**config.mk**
```make
export PLATFORM = sky130hd
export DESIGN_NAME = hkti_mul
export DESIGN_NICKNAME = d
export VERILOG_FILES = /design/src/hkti_pkg.sv /design/src/hkti_mul.sv
export SDC_FILE = /design/constraint.sdc
export NUM_CORES = 2
export LEC_CHECK = 0
export ABC_CLOCK_PERIOD_IN_PS = 8250
export BUFFER_PORTS_ARGS = -buffer_cell sky130_fd_sc_hd__clkbuf_2
export CORE_MARGIN = 2
export CORE_UTILIZATION = 40
export CTS_BUF_LIST = sky130_fd_sc_hd__clkbuf_8
export DETAILED_ROUTE_END_ITERATION = 12
export PLACE_DENSITY = 0.65
export SKIP_CTS_REPAIR_TIMING = 1
export SYNTH_ARGS = -nofsm -noshare
export SYNTH_HDL_FRONTEND = slang
export SYNTH_SLANG_ARGS = --single-unit
```
**constraint.sdc**
```tcl
create_clock -name clk -period 8.25 [get_ports clk]
set_input_delay 0.4125 -clock clk [delete_from_list [all_inputs] [get_ports clk]]
set_output_delay 0.4125 -clock clk [all_outputs]
set_load 0.02 [all_outputs]
```
**src/hkti_pkg.sv**
```systemverilog
// ----------------------------------------------------------------------------
// hkti_pkg
// Shared types, widths and helpers of the knot table interpolator.
// ----------------------------------------------------------------------------
package hkti_pkg;

  localparam int Q_W           = 32;
  localparam int DP_W          = 64;
  localparam int DEF_MAX_KNOTS = 16;

  // shared multiplier geometry
  localparam int MUL_A_W = 60;
  localparam int DIG_W   = 16;
  localparam int N_DIG   = 3;
  localparam int MUL_B_W = DIG_W * N_DIG;
  localparam int PROD_W  = MUL_A_W + DIG_W;
  localparam int ACC_W   = 80;
  localparam int FRAC_W  = 16;

  // delta divider
  localparam int DIV_STEPS = FRAC_W + 1;
  localparam int H_W       = Q_W + 1;
  localparam int REM_W     = Q_W + 2;

  typedef struct packed {
    logic [2:0][Q_W-1:0] slp;
    logic [2:0][Q_W-1:0] val;
    logic [Q_W-1:0]      t;
  } knot_row_t;

  typedef struct packed {
    logic                   go;
    logic signed [DP_W-1:0] a;
    logic signed [DP_W-1:0] b;
  } mul_req_t;

  typedef struct packed {
    logic                   done;
    logic signed [DP_W-1:0] p;
  } mul_rsp_t;

  function automatic logic signed [DP_W-1:0] sext32(input logic [Q_W-1:0] x);
    sext32 = {{(DP_W-Q_W){x[Q_W-1]}}, x};
  endfunction

endpackage

```
**src/hkti_mul.sv**
```systemverilog
// ----------------------------------------------------------------------------
// hkti_mul
// Shared Q16.16 multiplier: three 16-bit digits in turn, then rounding.
// ----------------------------------------------------------------------------
module hkti_mul (
  input  logic              clk,
  input  logic              rst,
  input  hkti_pkg::mul_req_t req,
  output hkti_pkg::mul_rsp_t rsp
);
  import hkti_pkg::*;

  logic [MUL_A_W-1:0] ma;
  logic [MUL_B_W-1:0] mb;
  logic               neg;
  logic [ACC_W-1:0]   acc;
  logic [1:0]         cnt;
  logic               run;
  logic               rnd;

  logic [DP_W-1:0]    mag_a;
  logic [DP_W-1:0]    mag_b;
  logic [PROD_W-1:0]  prod;
  logic [ACC_W-1:0]   acc_rnd;
  logic [DP_W-1:0]    r_mag;

  assign mag_a   = req.a[DP_W-1] ? DP_W'(-req.a) : DP_W'(req.a);
  assign mag_b   = req.b[DP_W-1] ? DP_W'(-req.b) : DP_W'(req.b);
  assign prod    = PROD_W'(mb[MUL_B_W-1 -: DIG_W]) * PROD_W'(ma);
  // round half away from zero on the magnitude
  assign acc_rnd = acc + ACC_W'(1 << (FRAC_W - 1));
  assign r_mag   = acc_rnd[FRAC_W +: DP_W];

  always_ff @(posedge clk) begin
    if (rst) begin
      run      <= 1'b0;
      rnd      <= 1'b0;
      rsp.done <= 1'b0;
    end else begin
      rsp.done <= 1'b0;
      if (req.go) begin
        ma  <= mag_a[MUL_A_W-1:0];
        mb  <= mag_b[MUL_B_W-1:0];
        neg <= req.a[DP_W-1] ^ req.b[DP_W-1];
        acc <= '0;
        cnt <= '0;
        run <= 1'b1;
      end else if (run) begin
        acc <= (acc << DIG_W) + ACC_W'(prod);
        mb  <= mb << DIG_W;
        cnt <= cnt + 2'd1;
        if (cnt == 2'(N_DIG - 1)) begin
          run <= 1'b0;
          rnd <= 1'b1;
        end
      end else if (rnd) begin
        rsp.p    <= neg ? -$signed(r_mag) : $signed(r_mag);
        rsp.done <= 1'b1;
        rnd      <= 1'b0;
      end
    end
  end

endmodule

```
**Yosys cells after proc, flatten, opt, wreduce, memory -nomap -nowiden**

Index checks and enable logic that the tools add are counted.

- Bitwise logic cells: 4
- Multipliers: 1
- Add/sub/neg operators: 6
- Equal/unequal tests: 2
- Multiplexer cells: 13
- Reduce and logical (&&, ||, !) cells: 6

Operators with widths:

| operator | number |
|---|---|
| $mux W48 | 3 |
| $add A80 B16 Y80 const B | 1 |
| $add A80 B76 Y80 | 1 |
| $mux W80 | 1 |
| $mul A16 B60 Y76 | 1 |
| $mux W65 | 1 |
| $mux W64 | 1 |
| $neg A64 Y64 | 1 |
| $mux W60 | 1 |
| $neg A60 Y60 | 1 |
| $neg A48 Y48 | 1 |
| $reduce_and A2 Y1 | 3 |
| $mux W1 | 5 |
| $reduce_and A4 Y1 | 1 |
| $not A1 Y1 | 3 |
| $reduce_or A3 Y1 | 1 |
| $add A2 B1 Y2 const B | 1 |
| $eq A2 B2 Y1 const B | 1 |
| $mux W2 | 1 |
| $ne A2 B1 Y1 const B | 1 |
| $reduce_bool A2 Y1 | 1 |
| $xor A1 B1 Y1 | 1 |

- Bits in registers: 258
- Input port bits: 131
- Output and inout port bits: 65

**Logic depth before layout (Yosys ltp)**

- Depth after elaboration: 4
- Gate-level depth with buffers: 28

**Worst setup path before layout**

Ideal clock, no wire load.

- Kind: input -> register
- Start: input port req[128] (netlist name)
- End: register rsp[0] (netlist name), enable pin
- Path slack: 146 ps
- Arrival time: 7435 ps
- Cell stages on the path: 3
- Buffers on the path: 2
- Cell sequence: clkbuf_1 clkbuf_1 nor4b_1

- Word-level cells in the longest chain between the ends: 2

Ends and longest elaborated chain:

| element | line | text |
|---|---|---|
| start: declaration | hkti_mul.sv:8 | `input hkti_pkg::mul_req_t req,` |
| $not A1 Y1 (no line) | -- |  |
| $reduce_and A4 Y1 (no line) | -- |  |
| end: declaration | hkti_mul.sv:9 | `output hkti_pkg::mul_rsp_t rsp` |

Every way passes these cells.
A chain may end at the register's enable or synchronous reset.

**Final worst setup path**

- Start: register ma[23]
- End: register acc[75], data pin

- Word-level cells in the longest chain between the ends: 3

Ends and longest elaborated chain:

| element | line | text |
|---|---|---|
| start: declaration | hkti_mul.sv:13 | `logic [MUL_A_W-1:0] ma;` |
| start signal: assignment | hkti_mul.sv:42 | `ma <= mag_a[MUL_A_W-1:0];` |
| $mul A16 B60 Y76 | hkti_mul.sv:29 | `assign prod = PROD_W'(mb[MUL_B_W-1 -: DIG_W]) * PROD_W'(ma);` |
| $add A80 B76 Y80 | hkti_mul.sv:49 | `acc <= (acc << DIG_W) + ACC_W'(prod);` |
| $mux W80 | hkti_mul.sv:48 | `end else if (run) begin` |
| end signal: assignment | hkti_mul.sv:49 |  |
| end: declaration | hkti_mul.sv:16 | `logic [ACC_W-1:0] acc;` |

Every way passes these cells. The select of a mux whose other input is x is not followed.

==> impl_summary.md <==
Floorplan
The die area is approximately 0.12 mm2. The total core area is 0.114 mm2. The die extent in x is 343 um. The initial core utilization is 0.402. The count of boundary I/O pins is 196. The die is 343 um tall. The floorplan has 124 rows.

Clocking
The clock slew at the register clock pins of the worst setup and hold paths is 0.06 ns. The later pin in the worst-skew pair is clocked with a latency of around 0.7 ns. The worst-case clock buffer depth is 3. The number of clock buffers added by TritonCTS is 51.

The buffer cell driving the clock tree root is clkbuf_8. The CTS H-tree depth is 2. The TritonCTS clock tree is yes. The CTS sink count is 258.

Logic synthesis
The synthesized cell area is about 0.046 mm2. Ranked by total cell area, the synthesized netlist is headed by fa_1, edfxtp_1, inv_1, nand2_1, and2_1. After synthesis the netlist holds a flip-flop and latch count of 258. In the synthesized netlist the async set-or-reset flop fraction comes to 0. Averaged over all synthesized cells, the footprint is a little over 9 um2. The biggest area consumer among synthesized cells is fa_1. Of the synthesized area, sequential elements account for 0.168.

Synthesis produced around 5,000 cells. The Yosys step of the flow raised 0 warnings. The number of nets handed over by synthesis was ~6,200. The count of flip-flops with a built-in enable after synthesis is 255. The area share of the leading cell type in the synthesized netlist is 0.379. The number of different library cells used by synthesis comes to about 80. For this run, the leading register cell type out of synthesis is edfxtp_1.

Timing
For this run, the top clock speed supported by timing is 127 MHz. Dividing the final minimum period by the clock period gives 0.958. The total of endpoints with negative setup slack in the final report is 0. For the final database, setup skew stands at 0.0356 ns. Setup repair after global routing left no endpoint under its margin. The final worst setup slack is 0.348 ns.

For the finished layout, the period the worst path requires is approximately 7.9 ns. The sum of negative setup slack is 0 ns. Measured against its own limit, the worst slew margin works out to 0.357. The count of pins over their slew limit is 0.

The pin slew with the least headroom to its limit is 0.956 ns. The number of hold violations in the final report is 0.

Worst setup path
For this run, the slowest stage of the critical path takes 0.68 ns. STA classifies the critical path startpoint as a register. In this run the worst path has a maximum fanout of 16.

The number of buffers and inverters on the critical path is 7. On the critical path, the stage with the largest delay is an instance of edfxtp_1. The category of the worst setup path capture point is a register. The cell family contributing the most delay on the critical path is adder cells. By instance count, the cell type seen most on the critical path is fa_1. At the worst endpoint, the arrival time is 8.34 ns. For the worst setup path, the data required time is 8.69 ns.

The start-to-end type of the worst setup path is register to register.

Final layout
The footprint of the multi-input gates is 0.0332 mm2. After filler insertion, the fill cell instance count of the layout stands at 11,300. The final core utilization is 0.442.

In the layout the commonest cells are inv_1, fa_1, nand2_1, and2_1, edfxtp_1. In the final design database the tool counted 6,389 nets. Leaving out fill and tap cells, the most frequent cell in the layout is inv_1. The sequential cell area in the final layout is 0.00772 mm2.

Relative to the synthesized area, the layout overhead comes to 9.95%. In the final layout, the share of cells above drive strength 1 is 0.0911.

Run
Across the run, the number of max-cap violations was 0.

Detailed routing
The length of the first detailed-routing pass in iterations is 5. Across all layers, the routed design uses 35,200 vias. Using the TritonRoute via totals, the vias-per-cell ratio works out to about 5.2.

The aggregate routed wire length is 132,000 um. The routed wirelength normalized by instance count is a little under 20 um. The DRC violation count after routing is 0. The first routing iteration left 2,578 violations. Once detail routing completed, the nets flagged for antenna violations numbered 0.

Global routing
For this run the aggregate overflow at the end of global routing stands at 0. The number of global-route vias before repair is 37,300. The global-route usage over all layers is 0.230.

The largest net degree at the start of global routing is 84. The global-route wire length before repair is 211,000 um. The initial antenna violation count was 4.

Worst hold path
In this run the worst hold path is classified as primary input to register.

Outcome
The flow ran to the end, and the final reports show no timing, DRC or antenna violations.

Placed design
The post-placement setup slack is 0.220 ns. The congestion estimate from routability-driven global placement came to just over 0.9. The total half-perimeter wirelength after legalization and detailed placement is 106,000 um. In this run the tool buffered the top-level ports with around 180 buffer cells.
-- synth_stat cells (13+ instances only) --
cell and instances:
or3_1 37, nor3_1 31, nor2b_1 22, nor4_1 24, o21bai_1 17, or4_1 15
nand4_1 58, a21oi_1 155, inv_1 1079, clkbuf_1 245, xnor2_1 189, nand2_1 747
edfxtp_1 255, o21ai_0 114, a31oi_1 13, fa_1 870, o41ai_1 14, a21o_1 51
xor2_1 111, ha_1 169, o31ai_1 44, nand2b_1 20, nand3_1 61, and3_1 27
and2_1 366, nor2_1 184
-- layer usage --
layer,up-vias,part of all wire,GRT usage
li1,15800,-,-
met1,17900,0.43,0.320
met2,1366,0.45,0.364
met3,205,0.087,0.0494
met4,2,0.027,0.0651
met5,-,0.000099,0
-- registers in the layout (all words and copies together) (netlist names) --
name  cells
acc      80
cnt       2
ma       60
mb       48
neg       1
rnd       1
rsp      65
run       1
-- kinds of logic after synthesis --
| kind of cell | count (synthesis) | synth area share |
|---|---|---|
| AO/OA/AOI/OAI | 490 | 0.0675 |
| XOR/XNOR | 300 | 0.0572 |
| adder cells (fa/ha/maj) | 1039 | 0.425 |
| buffers and inverters | 1336 | 0.110 |
| flip-flops | 258 | 0.168 |
| multiplexers | 8 | 0.00188 |
| AND/OR/NAND/NOR | 1629 | 0.171 |
-- final cells by class --
| cell class | count | share of cell area |
|---|---|---|
| diodes | 5 | 0.000248 |
| repair buffers | 362 | 0.0496 |
| multi-input cells | 3466 | 0.658 |
| inverters | 1080 | 0.0804 |
| clock inverters | 42 | 0.00800 |
| flip-flops and latches | 258 | 0.153 |
| clock buffers | 51 | 0.0139 |
| well taps | 1512 | 0.0375 |
-- per-stage QoR --
step	std cells	instance area (um2)	hold WS, ns
floorplan	5060	45900	0.420
global placement	6664	49200	0.460
detailed placement	6664	49200	0.477
CTS	6757	50300	-0.129
global route	6775	50500	0.00173
finish	6776	50500	0.0190
-- path summary, 6_finish.rpt --
check | start | end | slack [ns] | depth (start not counted)
min | req[68] | ma[4] | 0.02 | 2
max | ma[23] | acc[75] | 0.35 | 26
max reg2reg | ma[23] | acc[75] | 0.35 | 26
min reg2reg | rnd | rnd | 0.49 | 2
-- worst register-to-register path, cell delays in order, from the launching register on --
cell	delay, ns
edfxtp_1	0.68
and2_1	0.32
fa_1	0.53
inv_1	0.05
fa_1	0.51
fa_1	0.52
inv_1	0.05
fa_1	0.50
fa_1	0.55
inv_1	0.05
fa_1	0.54
inv_1	0.04
ha_1	0.32
a21oi_1	0.21
nand2_1	0.12
a221oi_1	0.34
buf_4	0.18
o21ai_0	0.06
a21o_1	0.23
o31ai_2	0.46
o31ai_1	0.11
buf_4	0.15
a21oi_1	0.24
o31ai_1	0.12
buf_4	0.17
a21boi_0	0.21
mux2_2	0.36
Power is left out: the tool's default activity adds up to more than one toggle a clock period on the data nets, which glitch-free logic cannot reach.
